===== config.mk =====
export PLATFORM = sky130hd
export DESIGN_NAME = small_float_format_converter_flat
export DESIGN_NICKNAME = d
export VERILOG_FILES = /design/src/hw/rtl/sffc_pkg.sv /design/src/hw/rtl/sffc_req_if.sv /design/src/hw/rtl/sffc_rsp_if.sv /design/src/hw/rtl/small_float_format_converter.sv /design/src/flat_wrapper.sv
export SDC_FILE = /design/constraint.sdc
export NUM_CORES = 1
export LEC_CHECK = 0
export BUFFER_PORTS_ARGS = -buffer_cell sky130_fd_sc_hd__buf_2
export CORE_ASPECT_RATIO = 0.75
export CORE_MARGIN = 1.5
export CORE_UTILIZATION = 30
export CTS_BUF_LIST = sky130_fd_sc_hd__clkbuf_4
export DETAILED_ROUTE_END_ITERATION = 10
export PLACE_DENSITY_LB_ADDON = 0.25
export SLEW_MARGIN = 25
export SYNTH_ARGS = -nofsm -noshare
export SYNTH_HDL_FRONTEND = slang
export SYNTH_SLANG_ARGS = --single-unit

===== constraint.sdc =====
create_clock -name clk -period 3.8 [get_ports clk]
set_input_delay 1.14 -clock clk [delete_from_list [all_inputs] [get_ports clk]]
set_output_delay 1.14 -clock clk [all_outputs]
set_load 0.01 [all_outputs]

===== src/hw/rtl/sffc_pkg.sv =====
// Small float format converter: shared types and constants.
// Used by the channel interfaces and the converter top level.
package sffc_pkg;

  localparam int unsigned KIND_W = 3;
  localparam int unsigned WORD_W = 32;

  typedef enum logic [KIND_W-1:0] {
    K_TO_F16    = 3'd0,
    K_FROM_F16  = 3'd1,
    K_TO_BF16   = 3'd2,
    K_FROM_BF16 = 3'd3,
    K_TO_E4M3   = 3'd4,
    K_FROM_E4M3 = 3'd5,
    K_TO_E5M2   = 3'd6,
    K_FROM_E5M2 = 3'd7
  } kind_t;

  // result class for stage 3 packing
  typedef enum logic [1:0] {
    CLS_FIN  = 2'd0,
    CLS_ZERO = 2'd1,
    CLS_OVF  = 2'd2,
    CLS_NAN  = 2'd3
  } cls_t;

  localparam logic [14:0] F16_INF     = 15'h7C00;
  localparam logic [6:0]  E4M3_SAT    = 7'h7F;
  localparam logic [6:0]  E5M2_INF    = 7'h7C;
  localparam logic [31:0] BF16_BIAS   = 32'h0000_7FFF;
  localparam logic [7:0]  F32_EXP_MAX = 8'hFF;
  localparam logic [7:0]  F16_BIAS_D  = 8'd112;
  localparam logic [7:0]  E4M3_BIAS_D = 8'd120;

  // stage 1: raw word plus compares, bf16 rounding add, fp16 subnormal lzc
  typedef struct packed {
    kind_t       kind;
    logic [31:0] op;
    logic        e_le112;
    logic        e_ge143;
    logic        e_le120;
    logic        e_ge135;
    logic        e_ff;
    logic        m_nz;
    logic [15:0] bf_hi;
    logic [3:0]  lz;
  } s1_t;

  // stage 2: sign, class, exponent and mantissa fields
  typedef struct packed {
    kind_t       kind;
    logic        sign;
    cls_t        cls;
    logic [7:0]  exp;
    logic [22:0] man;
  } s2_t;

endpackage


===== src/hw/rtl/sffc_req_if.sv =====
// Request channel: conversion kind and source bit pattern.
// Depends on sffc_pkg for field widths.
interface sffc_req_if;
  logic                          valid;
  logic                          ready;
  logic [sffc_pkg::KIND_W-1:0]   kind;
  logic [sffc_pkg::WORD_W-1:0]   operand_bits;

  modport source (output valid, kind, operand_bits, input ready);
  modport sink   (input valid, kind, operand_bits, output ready);
endinterface


===== src/hw/rtl/sffc_rsp_if.sv =====
// Response channel: converted bit pattern.
// Depends on sffc_pkg for field widths.
interface sffc_rsp_if;
  logic                          valid;
  logic                          ready;
  logic [sffc_pkg::WORD_W-1:0]   result_bits;

  modport source (output valid, result_bits, input ready);
  modport sink   (input valid, result_bits, output ready);
endinterface


===== src/hw/rtl/small_float_format_converter.sv =====
// Small float format converter top level: three-stage conversion pipeline.
// Depends on sffc_pkg, sffc_req_if and sffc_rsp_if.
//
// Converts binary32 to and from binary16, bfloat16, FP8 E4M3 and FP8 E5M2.
// One word is taken per cycle while the response channel does not hold the pipe.
// Each result is presented on the response channel from the last of the three
// register stages (field compares and rounding add, exponent arithmetic, result
// packing) and leaves when ready is high. Each stage holds only when the stage
// after it is full and itself held, so back-pressure on the response channel
// stalls the pipe without loss; up to three words are in flight. Narrow fields
// sit in the low bits of the 32-bit words.
module small_float_format_converter (
  input  logic      clk,
  input  logic      rst,
  sffc_req_if.sink  req,
  sffc_rsp_if.source rsp
);

  sffc_pkg::s1_t s1, s1_next;
  sffc_pkg::s2_t s2, s2_next;
  logic [31:0]   s3, s3_next;
  logic          v1, v2, v3;
  logic          rdy1, rdy2, rdy3;

  assign rdy3      = !v3 || rsp.ready;
  assign rdy2      = !v2 || rdy3;
  assign rdy1      = !v1 || rdy2;
  assign req.ready = rdy1;
  assign rsp.valid = v3;
  assign rsp.result_bits = s3;

  // stage 1
  always_comb begin
    logic [7:0]  e;
    logic [31:0] sum;
    e   = req.operand_bits[30:23];
    sum = req.operand_bits + sffc_pkg::BF16_BIAS + {31'b0, req.operand_bits[16]};
    s1_next.kind    = sffc_pkg::kind_t'(req.kind);
    s1_next.op      = req.operand_bits;
    s1_next.e_le112 = (e <= 8'd112);
    s1_next.e_ge143 = (e >= 8'd143);
    s1_next.e_le120 = (e <= 8'd120);
    s1_next.e_ge135 = (e >= 8'd135);
    s1_next.e_ff    = (e == sffc_pkg::F32_EXP_MAX);
    s1_next.m_nz    = |req.operand_bits[22:0];
    s1_next.bf_hi   = sum[31:16];
    s1_next.lz      = 4'd0;
    for (int i = 0; i < 10; i++) begin
      if (req.operand_bits[i]) s1_next.lz = 4'(9 - i);
    end
  end

  // stage 2
  always_comb begin
    logic [7:0]  e32;
    logic [4:0]  e5h;
    logic [3:0]  e4;
    logic [4:0]  e5;
    logic [10:0] sub_sh;
    e32    = s1.op[30:23];
    e5h    = s1.op[14:10];
    e4     = s1.op[6:3];
    e5     = s1.op[6:2];
    sub_sh = {s1.op[9:0], 1'b0} << s1.lz;
    s2_next.kind = s1.kind;
    s2_next.sign = s1.op[31];
    s2_next.cls  = sffc_pkg::CLS_FIN;
    s2_next.exp  = 8'd0;
    s2_next.man  = 23'd0;
    unique case (s1.kind)
      sffc_pkg::K_TO_F16: begin
        s2_next.exp = e32 - sffc_pkg::F16_BIAS_D;
        s2_next.man = {13'b0, s1.op[22:13]};
        if (s1.e_ff) begin
          s2_next.cls = sffc_pkg::CLS_NAN;
          s2_next.man = {22'b0, s1.m_nz};
        end else if (s1.e_le112) begin
          s2_next.cls = sffc_pkg::CLS_ZERO;
        end else if (s1.e_ge143) begin
          s2_next.cls = sffc_pkg::CLS_OVF;
        end
      end
      sffc_pkg::K_FROM_F16: begin
        s2_next.sign = s1.op[15];
        if (e5h == 5'h1F) begin
          s2_next.exp = sffc_pkg::F32_EXP_MAX;
          s2_next.man = {s1.op[9:0], 13'b0};
        end else if (e5h == 5'd0) begin
          if (s1.op[9:0] == 10'd0) s2_next.cls = sffc_pkg::CLS_ZERO;
          s2_next.exp = sffc_pkg::F16_BIAS_D - {4'b0, s1.lz};
          s2_next.man = {sub_sh[9:0], 13'b0};
        end else begin
          s2_next.exp = {3'b0, e5h} + sffc_pkg::F16_BIAS_D;
          s2_next.man = {s1.op[9:0], 13'b0};
        end
      end
      sffc_pkg::K_TO_BF16: begin
        s2_next.sign = 1'b0;
        s2_next.man  = {7'b0, s1.bf_hi};
      end
      sffc_pkg::K_FROM_BF16: begin
        s2_next.sign = 1'b0;
        s2_next.man  = {7'b0, s1.op[15:0]};
      end
      sffc_pkg::K_TO_E4M3: begin
        s2_next.exp = e32 - sffc_pkg::E4M3_BIAS_D;
        s2_next.man = {20'b0, s1.op[22:20]};
        if (s1.e_le120)      s2_next.cls = sffc_pkg::CLS_ZERO;
        else if (s1.e_ge135) s2_next.cls = sffc_pkg::CLS_OVF;
      end
      sffc_pkg::K_FROM_E4M3: begin
        s2_next.sign = s1.op[7];
        s2_next.man  = {s1.op[2:0], 20'b0};
        if (e4 == 4'd0) begin
          if (s1.op[2:0] == 3'd0) s2_next.cls = sffc_pkg::CLS_ZERO;
          s2_next.exp = sffc_pkg::E4M3_BIAS_D + 8'd1;
        end else begin
          s2_next.exp = {4'b0, e4} + sffc_pkg::E4M3_BIAS_D;
        end
      end
      sffc_pkg::K_TO_E5M2: begin
        s2_next.exp = e32 - sffc_pkg::F16_BIAS_D;
        s2_next.man = {21'b0, s1.op[22:21]};
        if (s1.e_le112)      s2_next.cls = sffc_pkg::CLS_ZERO;
        else if (s1.e_ge143) s2_next.cls = sffc_pkg::CLS_OVF;
      end
      sffc_pkg::K_FROM_E5M2: begin
        s2_next.sign = s1.op[7];
        s2_next.man  = {s1.op[1:0], 21'b0};
        if (e5 == 5'h1F) begin
          s2_next.exp = sffc_pkg::F32_EXP_MAX;
        end else if (e5 == 5'd0) begin
          s2_next.cls = sffc_pkg::CLS_ZERO;
        end else begin
          s2_next.exp = {3'b0, e5} + sffc_pkg::F16_BIAS_D;
        end
      end
    endcase
  end

  // stage 3: pack
  always_comb begin
    s3_next = 32'd0;
    unique case (s2.kind)
      sffc_pkg::K_TO_F16: begin
        case (s2.cls)
          sffc_pkg::CLS_ZERO: s3_next = {16'b0, s2.sign, 15'b0};
          sffc_pkg::CLS_OVF:  s3_next = {16'b0, s2.sign, sffc_pkg::F16_INF};
          sffc_pkg::CLS_NAN:  s3_next = {16'b0, s2.sign, sffc_pkg::F16_INF[14:1], s2.man[0]};
          default:            s3_next = {16'b0, s2.sign, s2.exp[4:0], s2.man[9:0]};
        endcase
      end
      sffc_pkg::K_TO_BF16:   s3_next = {16'b0, s2.man[15:0]};
      sffc_pkg::K_FROM_BF16: s3_next = {s2.man[15:0], 16'b0};
      sffc_pkg::K_TO_E4M3: begin
        case (s2.cls)
          sffc_pkg::CLS_ZERO: s3_next = {24'b0, s2.sign, 7'b0};
          sffc_pkg::CLS_OVF:  s3_next = {24'b0, s2.sign, sffc_pkg::E4M3_SAT};
          default:            s3_next = {24'b0, s2.sign, s2.exp[3:0], s2.man[2:0]};
        endcase
      end
      sffc_pkg::K_TO_E5M2: begin
        case (s2.cls)
          sffc_pkg::CLS_ZERO: s3_next = {24'b0, s2.sign, 7'b0};
          sffc_pkg::CLS_OVF:  s3_next = {24'b0, s2.sign, sffc_pkg::E5M2_INF};
          default:            s3_next = {24'b0, s2.sign, s2.exp[4:0], s2.man[1:0]};
        endcase
      end
      sffc_pkg::K_FROM_F16, sffc_pkg::K_FROM_E4M3, sffc_pkg::K_FROM_E5M2: begin
        if (s2.cls == sffc_pkg::CLS_ZERO) s3_next = {s2.sign, 31'b0};
        else                              s3_next = {s2.sign, s2.exp, s2.man};
      end
    endcase
  end

  always_ff @(posedge clk) begin
    if (rst) begin
      v1 <= 1'b0;
      v2 <= 1'b0;
      v3 <= 1'b0;
    end else begin
      if (rdy1) v1 <= req.valid;
      if (rdy2) v2 <= v1;
      if (rdy3) v3 <= v2;
    end
  end

  always_ff @(posedge clk) begin
    if (rdy1) s1 <= s1_next;
    if (rdy2) s2 <= s2_next;
    if (rdy3) s3 <= s3_next;
  end

  a_stall_only_when_full: assert property (@(posedge clk) disable iff (rst)
    !req.ready |-> (v1 && v2 && v3 && !rsp.ready))
    else $error("input stalled while the pipe has room");

  a_e4m3_exp_range: assert property (@(posedge clk) disable iff (rst)
    (v2 && s2.kind == sffc_pkg::K_TO_E4M3 && s2.cls == sffc_pkg::CLS_FIN)
      |-> (s2.exp[7:4] == 4'd0 && s2.exp[3:0] != 4'd0 && s2.exp[3:0] != 4'hF))
    else $error("E4M3 finite exponent out of range");

  a_reset_empties: assert property (@(posedge clk)
    rst |=> (!v1 && !v2 && !v3))
    else $error("pipe not empty after reset");

endmodule

===== src/flat_wrapper.sv =====
// flat-port wrapper written by rule: the top's interface ports become plain ports
module small_float_format_converter_flat 
  (clk, rst, req_valid, req_kind, req_operand_bits, req_ready, rsp_valid, rsp_result_bits, rsp_ready);
  sffc_req_if req_i ();
  sffc_rsp_if rsp_i ();
  input  logic clk;
  input  logic rst;
  input wire logic [$bits(req_i.valid)-1:0] req_valid;
  input wire logic [$bits(req_i.kind)-1:0] req_kind;
  input wire logic [$bits(req_i.operand_bits)-1:0] req_operand_bits;
  output wire logic [$bits(req_i.ready)-1:0] req_ready;
  output wire logic [$bits(rsp_i.valid)-1:0] rsp_valid;
  output wire logic [$bits(rsp_i.result_bits)-1:0] rsp_result_bits;
  input wire logic [$bits(rsp_i.ready)-1:0] rsp_ready;
  assign req_i.valid = req_valid;
  assign req_i.kind = req_kind;
  assign req_i.operand_bits = req_operand_bits;
  assign req_ready = req_i.ready;
  assign rsp_valid = rsp_i.valid;
  assign rsp_result_bits = rsp_i.result_bits;
  assign rsp_i.ready = rsp_ready;
  small_float_format_converter u_core (.clk(clk), .rst(rst), .req(req_i), .rsp(rsp_i));
endmodule

==> flow_summary_export.csv <==
group,metric,value,unit
critical_path,reg2regPathDepth,4,
power_and_ir_drop,p_leak,2.887,nW
clocking,tritoncts,"done",
clocking,cts_hold_repair.buffers,0,
timing,final_max_slew_viol_count,0,
critical_path,worst_path_slowest_cell,"sky130_fd_sc_hd__and2_1",
clocking,clock_tree.root_cell,"sky130_fd_sc_hd__clkbuf_4",
timing,finalCriticalPeriod,3.108,ns
critical_path,reg2reg_to,"u_core.s2[14]",
route,via_per_inst,5.069,
floorplanning,horizontal_die_dimension,173.8,µm
synthesis,mean_cell_area_of_the_mapped_netlist,11.98,µm²
power_and_ir_drop,p_clk_frac,0.332,
min_path,min_from,"u_core.v2",
route,wl,16820,µm
critical_path,crit_required,2.66,ns
clocking,ctsHtreeMaxLevel,4,
power_and_ir_drop,pwr_density_cell,425.7,mW/mm²
route,firstDrtPassIters,5,
min_path,worst_hold_path_type,"reg -> reg",
finish,post_route_cells_drive_above_1_share,0.2089,
timing,slew_headroom,0.2557,
synthesis,ys_types,65,
global_route,grt_usage,0.1497,
synthesis,synthesis.area,0.006564,mm²
timing,setup_tns,0,ns
place,detailed_place.area,0.007218,mm²
synthesis,post_synth_top_area_share,0.5947,
synthesis,synth_area_leader_cell,"sky130_fd_sc_hd__edfxtp_1",
clocking,numCtsBuffers,17,
route,postRouteAntennaNets,0,
finish,antennaDiodeCount,0,
critical_path,crit_buf_inv,2,
finish,nNetsFinal,660,
finish,synth_to_final_area_change,15.12,%
synthesis,ys_async_sr_fraction,0,
critical_path,critical_path.max_stage_delay,0.23,ns
power_and_ir_drop,p_comb_frac,0.108,
route,drt_iter0_markers,360,
critical_path,reg2reg_slack,1.35,ns
timing,setup_violations,0,
synthesis,synth.yosys.warnings,0,
power_and_ir_drop,max-vdd-ir-drop,0.1948,mV
finish,layout.cells.most_common,"sky130_fd_sc_hd__edfxtp_1",
floorplanning,fp.dieArea,0.02279,mm²
finish,postLayoutCellArea,0.007556,mm²
synthesis,yosysSeqAreaShare,0.6039,
clocking,clk_pin_slew_worst_paths,0.12,ns
critical_path,reg2reg_from,"u_core.s1[60]",
timing,worstMarginPinSlew,1.088,ns
timing,timing.final.crit_share,0.8180,
min_path,worst_hold_path.num_cells,2,
synthesis,netlist_top_cells_area,"sky130_fd_sc_hd__edfxtp_1 59%, sky130_fd_sc_hd__mux2i_1 4.7%, sky130_fd_sc_hd__a21oi_1 2.8%, sky130_fd_sc_hd__nor2_1 2.5%, sky130_fd_sc_hd__o21ai_0 2.3%",
global_route,grt_pass1_wl,25930,µm
floorplanning,die_height,131.1,µm
critical_path,crit_path_end_kind,"primary output",
critical_path,path_class,"in -> out",
critical_path,start_kind,"primary input",
run,timing.max_cap.violations,0,
power_and_ir_drop,cell_int_power,2.387,mW
global_route,number_of_antenna_violations_at_the_first_check_in_global_routing,0,
floorplanning,ios,73,
synthesis,postSynthRegisterBits,133,
run_status,run_status,"completed",
critical_path,crit_path_cell_trace,"buf_2 -> nor2b_1 -> and2_1 -> nand2_2 -> buf_2",
min_path,min_delay_worst_endpoint,"u_core.rsp.valid",
power_and_ir_drop,p_total,3.217,mW
clocking,clock-sinks,133,
floorplanning,rows,46,
critical_path,timing.critical_path.fanout_max,4,
global_route,grt_pass1_vias,4513,
timing,unrepaired_setup_endpoints_after_global_routing,"false",
place,gp_routability_congestion,0.8367,
clocking,clk_latency,0.54,ns
place,port_buffers,72,
timing,hold_slack,0.4915,ns
critical_path,cp_num_cells,5,
place,detailed_place_hpwl,12510,µm
floorplanning,initial_core_util,0.3082,
synthesis,syn-instance-count,548,
global_route,globalRoute.totalOverflow,0,
timing,timing.clock.skew,0.01575,ns
route,route.vias.total,4638,
critical_path,timing.critical_path.arrival,1.97,ns
route,route.detailed.drc,0,
finish,most_frequent_cells_in_the_layout,"130 x sky130_fd_sc_hd__edfxtp_1, 72 x sky130_fd_sc_hd__buf_2, 43 x sky130_fd_sc_hd__nor2_1",
route,wire_per_inst,18.38,µm
clocking,clock_tree.buffer_depth,2,
power_and_ir_drop,p_seq_frac,0.560,
timing,timing_limited_maximum_frequency,0.3217,GHz
power_and_ir_drop,switching_power,829.2,µW
global_route,maximum_number_of_pins_on_one_net_before_global_route_repair,62,
finish,fin_util,0.3548,
critical_path,timing.critical_path.max_delay_family,"simple AND/OR/NAND/NOR gates",
clocking,cts-resized-gates,0,
power_and_ir_drop,p_sw_frac,0.2578,
synthesis,synth-edff-count,130,
clocking,post-cts-setup-buffer-count,0,
synthesis,postSynthNetCount,594,
floorplanning,design.core.area,0.02130,mm²
timing,hold_violations,0,
synthesis,ys_dominant_reg_cell,"sky130_fd_sc_hd__edfxtp_1",
critical_path,timing.critical_path.mode_cell,"sky130_fd_sc_hd__buf_2",
per-stage QoR:
step,instances,setup slack (ns)
floorplan,548,0.4988
global placement,883,0.6701
detailed placement,883,0.6703
CTS,915,0.6584
global route,915,0.6284
finish,915,0.6916
routing by layer:
metal	up-vias	wire, µm	part of all wire	track usage
met5	-	0	0	0
met3	20	837	0.050	0.03993
met1	2249	8666	0.52	0.2202
li1	2221	-	-	-
met4	0	381	0.023	0.04789
met2	148	6934	0.41	0.2122
registers in the layout, indices dropped and copies added (netlist names):
signal                  count
u_core.s1                  61
u_core.s2                  37
u_core.rsp.result_bits     32
u_core.rsp.valid            1
u_core.v1                   1
u_core.v2                   1
synthesized netlist by cell type, drive strengths merged (3+ instances only):
| cell | n |
|---|---|
| o21ai | 31 |
| nand2 | 32 |
| inv | 19 |
| a22o | 15 |
| mux2 | 6 |
| nor4 | 8 |
| xnor2 | 16 |
| dfxtp | 3 |
| nor2 | 44 |
| clkbuf | 27 |
| nand3 | 11 |
| buf | 7 |
| and2 | 4 |
| nor2b | 6 |
| mux4 | 3 |
| nand4 | 9 |
| xor2 | 3 |
| a211oi | 3 |
| mux2i | 31 |
| ha | 7 |
| a31oi | 8 |
| a22oi | 5 |
| a41oi | 3 |
| a21oi | 37 |
| edfxtp | 130 |
| nand2b | 11 |
| o22ai | 5 |
| nor3b | 7 |
| nor3 | 18 |
worst max path at each step:
stage | start | end | slack [ns]
6_report | rsp_ready | req_ready | 0.69
3_3_place_gp | rsp_ready | req_ready | 0.67
4_1_cts | rsp_ready | req_ready | 0.66
2_1_floorplan | rsp_ready | req_ready | 0.50
3_5_place_dp | rsp_ready | req_ready | 0.67
5_1_grt | rsp_ready | req_ready | 0.63
worst register-to-register path, delay by kind of cell (launching register included):
family / cells / cell delay (ns)
AND/OR/NAND/NOR: 2 / 1.02
buffers and inverters: 1 / 0.33
AO/OA/AOI/OAI: 1 / 0.24
flip-flops: 1 / 0.66
final cells by class:
class | instances | area [µm²]
well taps | 288 | 360.3
multi-input cells | 361 | 2397
inverters | 20 | 75.07
flip-flops and latches | 133 | 3964
fillers | 2142 | 13740
clock inverters | 15 | 203.9
clock buffers | 17 | 127.6
repair buffers | 81 | 427.9
power by group through the flow:
stage | sequential [mW] | clock, mW | combinational, mW
floorplan | 1.80 | 0 | 0.213
global placement | 1.83 | 0 | 0.337
detailed placement | 1.83 | 0 | 0.341
CTS | 1.80 | 1.09 | 0.343
global route | 1.81 | 1.16 | 0.380
finish | 1.80 | 1.07 | 0.346
cells by family (layout without fill, tap and decap cells):
logic type      Yosys count  in the layout  share of synthesized area
xor+xnor                 19             19                    0.02535
compound gates          132            132                     0.1298
mux                      40             40                    0.06786
simple gates            163            163                     0.1275
buf+inv                  54            133                    0.03221
flops                   133            133                     0.6039
fa+ha+maj                 7              7                    0.01334
Note: power is estimated with default switching activity, not from simulation.
